--- config.mk ---
export PLATFORM = sky130hd
export DESIGN_NAME = scm_ctrl
export DESIGN_NICKNAME = d
export VERILOG_FILES = /design/src/hdl/scm_pkg.sv /design/src/hdl/scm_ctrl.sv
export SDC_FILE = /design/constraint.sdc
export NUM_CORES = 1
export LEC_CHECK = 0
export BUFFER_PORTS_ARGS = -buffer_cell sky130_fd_sc_hd__buf_2
export CORE_AREA = 8 8 45 47
export DETAILED_ROUTE_END_ITERATION = 7
export DIE_AREA = 0 0 53 55
export GPL_ROUTABILITY_DRIVEN = 0
export PLACE_DENSITY_LB_ADDON = 0.12
export SLEW_MARGIN = 5
export SYNTH_ARGS = -nofsm -noshare
export SYNTH_HDL_FRONTEND = slang
export SYNTH_SLANG_ARGS = --single-unit
--- constraint.sdc ---
create_clock -name clk -period 0.9 [get_ports clk]
set_input_delay 0.09 -clock clk [delete_from_list [all_inputs] [get_ports clk]]
set_output_delay 0.09 -clock clk [all_outputs]
set_load 0.02 [all_outputs]
--- src/hdl/scm_pkg.sv ---
// Package for the shared cache with miss table: default sizes, beat payload
// types, function and result codes, controller state and command structs.
// No dependencies.
package scm_pkg;

    localparam int SCM_SETS         = 256;
    localparam int SCM_WAYS         = 8;
    localparam int SCM_BLOCK_BYTES  = 32;
    localparam int SCM_MISS_ENTRIES = 16;

    typedef enum logic [1:0] {
        FN_READ  = 2'd0,
        FN_WRITE = 2'd1,
        FN_FILL  = 2'd2,
        FN_NONE  = 2'd3
    } func_t;

    typedef enum logic [2:0] {
        RS_HIT       = 3'd0,
        RS_MERGED    = 3'd1,
        RS_NEW_MISS  = 3'd2,
        RS_BUSY      = 3'd3,
        RS_FILLED    = 3'd4,
        RS_UNMATCHED = 3'd5
    } result_t;

    typedef struct packed {
        logic [1:0]  func;
        logic [31:0] address;
        logic [1:0]  core;
    } req_t;

    typedef struct packed {
        logic [2:0]  status;
        logic        mem_req_write;
        logic [31:0] mem_req_address;
        logic [1:0]  wake_core;
        logic        victim_dirty;
        logic [31:0] victim_address;
    } rsp_t;

    typedef enum logic [1:0] {
        S_CLEAR,
        S_IDLE,
        S_LOOK
    } state_t;

    typedef struct packed {
        logic clear;    // write zero metadata to the swept row
        logic capture;  // take the request beat, read its set
        logic look;     // resolve the access, update state, load result
    } cmd_t;

    typedef struct packed {
        logic clear_last; // sweep is at its final row
        logic rsp_busy;   // result register full and not taken this cycle
    } sts_t;

endpackage

--- src/hdl/scm_ctrl.sv ---
// Controller state machine: reset sweep, request acceptance, lookup step.
// Depends on scm_pkg.
module scm_ctrl
    import scm_pkg::*;
(
    input  logic   clk,
    input  logic   rst_n,
    input  logic   req_valid,
    output logic   req_ready,
    input  sts_t   sts,
    output cmd_t   cmd
);

    state_t state_reg, state_next;

    always_ff @(posedge clk or negedge rst_n)
    begin
        if (!rst_n)
            state_reg <= S_CLEAR;
        else
            state_reg <= state_next;
    end

    always_comb
    begin
        state_next = state_reg;
        unique case (state_reg)
            S_CLEAR: if (sts.clear_last) state_next = S_IDLE;
            S_IDLE:  if (req_valid && !sts.rsp_busy) state_next = S_LOOK;
            S_LOOK:  state_next = S_IDLE;
            default: state_next = S_CLEAR;
        endcase
    end

    always_comb
    begin
        req_ready   = 1'b0;
        cmd         = '0;
        unique case (state_reg)
            S_CLEAR: cmd.clear = 1'b1;
            S_IDLE:
            begin
                req_ready   = !sts.rsp_busy;
                cmd.capture = req_valid && !sts.rsp_busy;
            end
            S_LOOK:  cmd.look = 1'b1;
            default: ;
        endcase
    end

endmodule

# Yosys cells after proc, flatten, opt, wreduce, memory -nomap -nowiden
# Index checks and enable logic that the tools add are counted.
# word_totals
input_bits	5
ff_bits	2
output_inout_bits	4
word_cells	16
# classes
n_eq_ne	4
muxes	7
reduce_logical	4
# op_table
op	count
$pmux W2 S3	1
$mux W1	4
$mux W2	2
$ne A2 B2 Y1 const B	2
$eq A2 B1 Y1 const B	1
$eq A2 B2 Y1 const B	1
$logic_not A2 Y1	1
$reduce_and A2 Y1	1
$logic_and A1 B1 Y1	1
$logic_not A1 Y1	1

# Logic depth before layout (Yosys ltp)
# Gate-level depths: netlist of run 1.
# depth
depth_word	4
mapped_depth	2
depth_no_buf	2

# Worst setup path before layout of run 1
# No wires, ideal clock.
# synth_path
path_type	register to output
startpoint	register state_reg[1]
endpoint	output cmd[1] (netlist name)
setup_slack_ps	-259
path_stages_with_launch	3
t_required_ps	810
t_arrival_ps	1069
path_buffers	0
path_cell_list	dfrtp_1 -> nand2b_4 -> nor3b_1
# synth_rtl
element	line_no	source
from (decl)	scm_ctrl.sv:14	state_t state_reg, state_next;
from (signal assigned)	scm_ctrl.sv:21	state_reg <= state_next;
to (decl)	scm_ctrl.sv:11	output cmd_t cmd

==> out/metrics.cfg, run 1 <==
[floorplan]
die-height_um = 55
initial_core_util_pct = 8.05
placementRows = 14
die_area_um2 = 2920
floorplan.io_pins = 9
fp.dieW_um = 53
placeableCoreArea_um2 = 1380

[routing]
drt-pass1-iter-count = 1
vias = 131
drt-wirelength-per-cell_um = 9.02
detail-route-antenna-nets = 0
drt-initial-drc-count = 0
viasPerCell = 3.12
remaining_drcs = 0
detail_route.wirelength_um = 379

[worst_setup_path]
critical_path.max_fanout = 3
crit_required_ns = 0.81
r2r_end = state_reg[1]
arrival_time_of_data_at_the_critical_path_endpoint_ns = 1.06
launching_point_of_the_worst_reg2reg_path = state_reg[1]
ff2ff_path_depth = 3
ff2ff_setup_slack_ns = -0.02
worst_setup_path_end_kind = primary output
crit_type = flop to primary output
cp-start-kind = flop

[place]
place_ws_ns = -0.0689
place.port_buffers = 8

[global_routing]
grt_max_degree = 5
grt_usage_pct = 3.50
global_route_wire_length_before_repair_um = 641
grt_antenna_before_repair = 0
number_of_global_route_vias_before_repair = 170
grt.overflow.total = 0

[sta]
fmaxAchievable_ghz = 0.867
worst-slew-pin-transition_ns = 0.168
slew_headroom_pct = 88.8
report.final.slew_viol_count = 0
finalCritPeriodShare_pct = 128
grt_setup_unrepaired = yes
accumulated_negative_setup_slack_ns = -0.832
setup-violations-final = 5
final.setup.worst_slack_ns = -0.253
report.final.hold_viol_count = 0
post-route-min-period_ns = 1.15
finalClockSkew_ns = 0.000747
finalHoldWorstSlack_ns = 0.104

[clock_tree]
cts_tree = built
clkLatencyLatePin_ns = 0.22
numClockSinks = 2
htree_levels = 1
cts_inserted_buffers = 3
postCtsSetupBuffers = 0
root_buffer = sky130_fd_sc_hd__clkbuf_4
ctsLongestPathBuffers = 2
clk_pin_slew_ns = 0.03

[power]
cell_area_power_density_nw_per_um2 = 2860
leakagePower_nw = 0.130
peakVddDrop_mv = 0.565
design_power_total_w = 0.000762

[synthesis]
synth-edff-count = 0
post_synthesis_instance_area_um2 = 111
synthesized_net_count = 16
synth.top_cells.by_area = sky130_fd_sc_hd__dfrtp_1 45%, sky130_fd_sc_hd__nor3b_1 13%, sky130_fd_sc_hd__nand2b_4 12%, sky130_fd_sc_hd__nor2_1 10%, sky130_fd_sc_hd__and2b_2 7.9%
netlist-cell-type-count = 7
synth_area_leader_cell = sky130_fd_sc_hd__dfrtp_1
synth.ff_latch_count = 2
synthArstFlopShare_pct = 100
syn_inst_count = 11
synth_common_cells = 3 x sky130_fd_sc_hd__nor2_1, 2 x sky130_fd_sc_hd__dfrtp_1, 2 x sky130_fd_sc_hd__nor3b_1
synth_warnings = 0
seq_area_frac_synth_pct = 44.9
syn_avg_cell_area_um2 = 10.1
ys_dominant_reg_cell = sky130_fd_sc_hd__dfrtp_1
synth.most_common_cell = sky130_fd_sc_hd__nor2_1
proportion_of_netlist_area_held_by_the_largest_area_contributor_pct = 44.9

[worst_hold_path]
worstHoldEndpoint = state_reg[1]
hp-class = primary input to flop
hold_path.startpoint = sts[0]
worstHoldPathCells = 2

[layout]
largest_reg_flops = 2
layout_filler_cell_count = 160
areaGrowthSynthToFinish_pct = 139
final_layout_size_suffix_gt1_share_pct = 73.1
nets = 33
insertedDiodeCount = 0

[outcome]
status = complete, but fails checks
violations = setup timing

[flow_run]
timing.max_cap.violations = 0

[power breakdown]
| group | switching (W) | internal [W] | total (W) |
|---|---|---|---|
| clock | 0.0000497 | 0.000147 | 0.000197 |
| sequential | 0.0000364 | 0.000121 | 0.000157 |
| combinational | 0.000187 | 0.000221 | 0.000408 |
| total | 0.000273 | 0.000489 | 0.000762 |
[repair_timing]
item | in CTS | in global routing
pin swaps | 2 | 1
gates cloned | 0 | 0
endpoints found under the hold margin | 2 | 0
resized for setup | 8 | 0
endpoints found under the setup margin | 6 | 6
hold buffers | 1 | 0
[cell type report]
type / instances / area, um^2 / share of cell area (%)
Timing Repair Buffer: 12 / 90.1 / 33.8
Clock buffer: 3 / 22.5 / 8.45
Tap cell: 16 / 20.0 / 7.51
Sequential cell: 2 / 50.0 / 18.8
Multi-Input combinational cell: 9 / 83.8 / 31.5
[critical path: stages, from the launching register on]
cell                       delay [ns]
sky130_fd_sc_hd__dfrtp_1         0.37
sky130_fd_sc_hd__nand2b_4        0.16
sky130_fd_sc_hd__nor3b_4         0.18
sky130_fd_sc_hd__buf_6           0.14
[cells by family (layout without fill, tap and decap cells)]
logic type,count (synthesis),after routing,share of synthesized area [%]
DFF,2,2,44.9
and+or+nand+nor,8,8,49.4
AOI/OAI and AO/OA,1,1,5.62
buffers and inverters,0,15,0
[placed cells by master (no fill, tap or decap)]
cell / n
sky130_fd_sc_hd__nor2_1: 3
sky130_fd_sc_hd__dlygate4sd3_1: 1
sky130_fd_sc_hd__nor3b_2: 1
sky130_fd_sc_hd__buf_6: 2
sky130_fd_sc_hd__buf_2: 4
sky130_fd_sc_hd__nand2b_4: 1
sky130_fd_sc_hd__clkbuf_4: 3
sky130_fd_sc_hd__dfrtp_1: 2
sky130_fd_sc_hd__nor2b_1: 1
sky130_fd_sc_hd__o22ai_2: 1
sky130_fd_sc_hd__and2b_2: 1
sky130_fd_sc_hd__buf_4: 5
sky130_fd_sc_hd__nor3b_4: 1
[per-layer routing]
metal  up-vias  global-route usage, %  part of all wire, %
met2         2                   5.66                   69
met5         -                      0                    0
met4         0                   7.76                    0
li1         67                      -                    -
met1        62                   1.98                   28
met3         0                   1.07                  3.2
[through the flow]
step	area, um^2	std cells	utilization [%]
after floorplan	123	11	-
after global placement	205	38	14.8
after detailed placement	205	38	14.8
after CTS	267	42	19.3
after global routing	267	42	19.3
final	267	42	19.3
[worst max-delay path by stage]
stage	from	endpoint	slack [ns]	depth (start not counted)
after floorplan	state_reg[1]	req_ready	-0.02	2
after global placement	state_reg[1]	state_reg[1]	-0.08	3
after detailed placement	state_reg[1]	state_reg[1]	-0.07	3
after CTS	state_reg[1]	cmd[1]	-0.26	3
after global routing	state_reg[1]	cmd[1]	-0.33	3
final	state_reg[1]	cmd[1]	-0.25	3
Note: power is estimated with default switching activity, not from simulation.
==> run 2: changes to the inputs <==
==> constraint.sdc (replaced) <==
create_clock -name clk -period 0.9 [get_ports clk]
set_input_delay 0.045 -clock clk [delete_from_list [all_inputs] [get_ports clk]]
set_output_delay 0.045 -clock clk [all_outputs]
set_load 0.02 [all_outputs]
==> run 2 against run 1 <==
Effect of this change:
- the run still ends with setup timing left
- non-clock buffer count unchanged
- hold slack got worse by 0.051 ns
- sequential power decreased by 4%
- combinational power increased by 6.1%
- wire length increased by 0.26%
- maximum frequency increased by 3.9%
- sequential share of layout area decreased by 0.088 points
- register-to-register slack improved by 0.06 ns
- critical path type unchanged
- largest cell class unchanged
- largest power group unchanged
==> out/metrics.cfg, run 2 (synthesis gave the netlist of run 1 again) <==
[worst_setup_path]
timing.critical_path.cells = nand2b_4, nor3b_4, buf_6  ; unchanged
worst_setup_path_end_kind = primary output  ; unchanged
crit_path_start = state_reg[1]  ; unchanged
critical_path.max_fanout = 4  ; was 3
timing.critical_path.slowest_cell_delay_ns = 0.36  ; was 0.37 ns
critical-path-slowest-cell = sky130_fd_sc_hd__dfrtp_1  ; unchanged
crit_required_ns = 0.85  ; was 0.81 ns
launching_point_of_the_worst_reg2reg_path = state_reg[1]  ; unchanged
cp.buffers_inverters = 1  ; unchanged
cp-start-kind = flop  ; unchanged
crit_type = flop to primary output  ; unchanged
arrival_time_of_data_at_the_critical_path_endpoint_ns = 1.06  ; about the same
critical_path.top_delay_family = flip-flops  ; unchanged

[clock_tree]
clk_pin_slew_ns = 0.03  ; about the same
htree_levels = 1  ; unchanged
clkLatencyLatePin_ns = 0.23  ; was 0.22 ns
cts_tree = built  ; unchanged
root_buffer = sky130_fd_sc_hd__clkbuf_4  ; unchanged
ctsLongestPathBuffers = 2  ; unchanged
numClockSinks = 2  ; unchanged
cts_inserted_buffers = 3  ; unchanged

[floorplan]
placementRows = 14  ; unchanged
fp.dieW_um = 53  ; unchanged
floorplan.io_pins = 9  ; unchanged
die_area_um2 = 2920  ; unchanged
initial_core_util_pct = 8.05  ; unchanged
placeableCoreArea_um2 = 1380  ; unchanged
die-height_um = 55  ; unchanged

[global_routing]
grt_usage_pct = 3.28  ; was 3.50%
number_of_global_route_vias_before_repair = 153  ; was 170
grt_max_degree = 5  ; unchanged
grt_antenna_before_repair = 0  ; unchanged
grt.overflow.total = 0  ; unchanged
global_route_wire_length_before_repair_um = 545  ; was 641 um

[routing]
drt-pass1-iter-count = 1  ; unchanged
remaining_drcs = 0  ; unchanged
detail_route.wirelength_um = 380  ; was 379 um
viasPerCell = 3.31  ; was 3.12
vias = 139  ; was 131
detail-route-antenna-nets = 0  ; unchanged
drt-wirelength-per-cell_um = 9.05  ; was 9.02 um
drt-initial-drc-count = 0  ; unchanged

[power]
peakVddDrop_mv = 0.507  ; was 0.565 mV
design_power_total_w = 0.000783  ; was 0.000762 W
cell_area_power_density_nw_per_um2 = 2930  ; was 2860 nW/um^2
leakagePower_nw = 0.129  ; was 0.130 nW

[layout]
multiInputGateArea_um2 = 81.3  ; was 83.8 um^2
layout_filler_cell_count = 157  ; was 160
mostFrequentLayoutCells = 4 x sky130_fd_sc_hd__buf_2, 4 x sky130_fd_sc_hd__buf_4, 3 x sky130_fd_sc_hd__clkbuf_4, 3 x sky130_fd_sc_hd__buf_6  ; was 5 x sky130_fd_sc_hd__buf_4, 4 x sky130_fd_sc_hd__buf_2, 3 x sky130_fd_sc_hd__nor2_1, 3 x sky130_fd_sc_hd__clkbuf_4
largest_reg_flops = 2  ; unchanged
areaGrowthSynthToFinish_pct = 140  ; was 139%
nets = 33  ; unchanged
register_area_um2 = 50.0  ; unchanged
insertedDiodeCount = 0  ; unchanged
postLayoutCellArea_um2 = 268  ; was 267 um^2
final_layout_size_suffix_gt1_share_pct = 73.1  ; unchanged

[flow_run]
timing.max_cap.violations = 0  ; unchanged

[outcome]
status = complete, but fails checks  ; unchanged
violations = setup timing  ; unchanged

[sta]
report.final.hold_viol_count = 0  ; unchanged
slew_headroom_pct = 89.2  ; was 88.8%
finalCritPeriodShare_pct = 123  ; was 128%
report.final.slew_viol_count = 0  ; unchanged
grt_setup_unrepaired = yes  ; unchanged
setup-violations-final = 4  ; was 5
post-route-min-period_ns = 1.11  ; was 1.15 ns
finalClockSkew_ns = 0.00307  ; was 0.000747 ns
accumulated_negative_setup_slack_ns = -0.677  ; was -0.832 ns
fmaxAchievable_ghz = 0.901  ; was 0.867 GHz
final.setup.worst_slack_ns = -0.210  ; was -0.253 ns
worst-slew-pin-transition_ns = 0.162  ; was 0.168 ns

[place]
placed_area_um2 = 198  ; was 205 um^2
dp_hpwl_um = 310
place.port_buffers = 8  ; unchanged

[worst_hold_path]
hold_path.startpoint = sts[0]  ; unchanged
hp-class = primary input to flop  ; unchanged

-- run 2: cell counts in the layout (fill, tap and decap cells not counted) --
No cell type changed its count.
-- run 2: timing repair --
action / CTS / global route
setup buffers: 1 / 0
gates cloned: 0 / 0
pin swaps: 1 / 0
hold buffers: 1 / 0
gates resized for setup: 6 / 3
endpoints found under the setup margin: 4 / 5
endpoints found under the hold margin: 2 / 0
-- run 2: worst register-to-register path: cells and delay by family, from the launching register on --
family | cells | cell delay [ns]
compound gates | 1 | 0.12
buf+inv | 1 | 0.14
flops | 1 | 0.36
simple gates | 1 | 0.16
-- run 2: stage by stage --
step	utilization (%)	hold slack, ns	worst slack (ns)	instances
floorplan	-	-0.251	0.0269	11
global route	19.3	0.0658	-0.278	42
global placement	14.3	-0.170	-0.0170	37
CTS	18.4	0.0446	-0.228	42
detailed placement	14.3	-0.166	-0.0250	37
finish	19.3	0.0525	-0.210	42
-- run 2: layout make-up --
cell class              count  share of cell area [%]
well taps                  16                    7.48
flip-flops and latches      2                    18.7
multi-input cells           9                    30.4
clock buffers               3                    8.41
repair buffers             12                    35.0
-- run 2: worst paths after layout --
kind	cells after the start	slack [ns]	end
setup / recovery	3	-0.21	cmd[1]
hold / removal	2	0.05	state_reg[1]
setup reg to reg	3	0.04	state_reg[0]
hold reg to reg	2	0.58	state_reg[1]
max in group asynchronous	2	0.66	state_reg[0]
min in group asynchronous	2	0.14	state_reg[1]
-- run 2: power breakdown --
group | switching (W) | internal (W)
Sequential | 0.0000300 | 0.000121
Clock | 0.0000520 | 0.000147
Combinational | 0.000196 | 0.000237
Total | 0.000278 | 0.000505
-- run 2: metal layers --
metal | part of all wire (%) | wire (um) | vias to the layer above | track usage (%)
met2 | 65 | 247 | 4 | 5.08
met5 | 0 | 0 | - | 0
met1 | 27 | 102 | 65 | 1.52
met4 | 3.7 | 14 | 0 | 9.05
li1 | - | - | 68 | -
met3 | 4.2 | 16 | 2 | 0.802
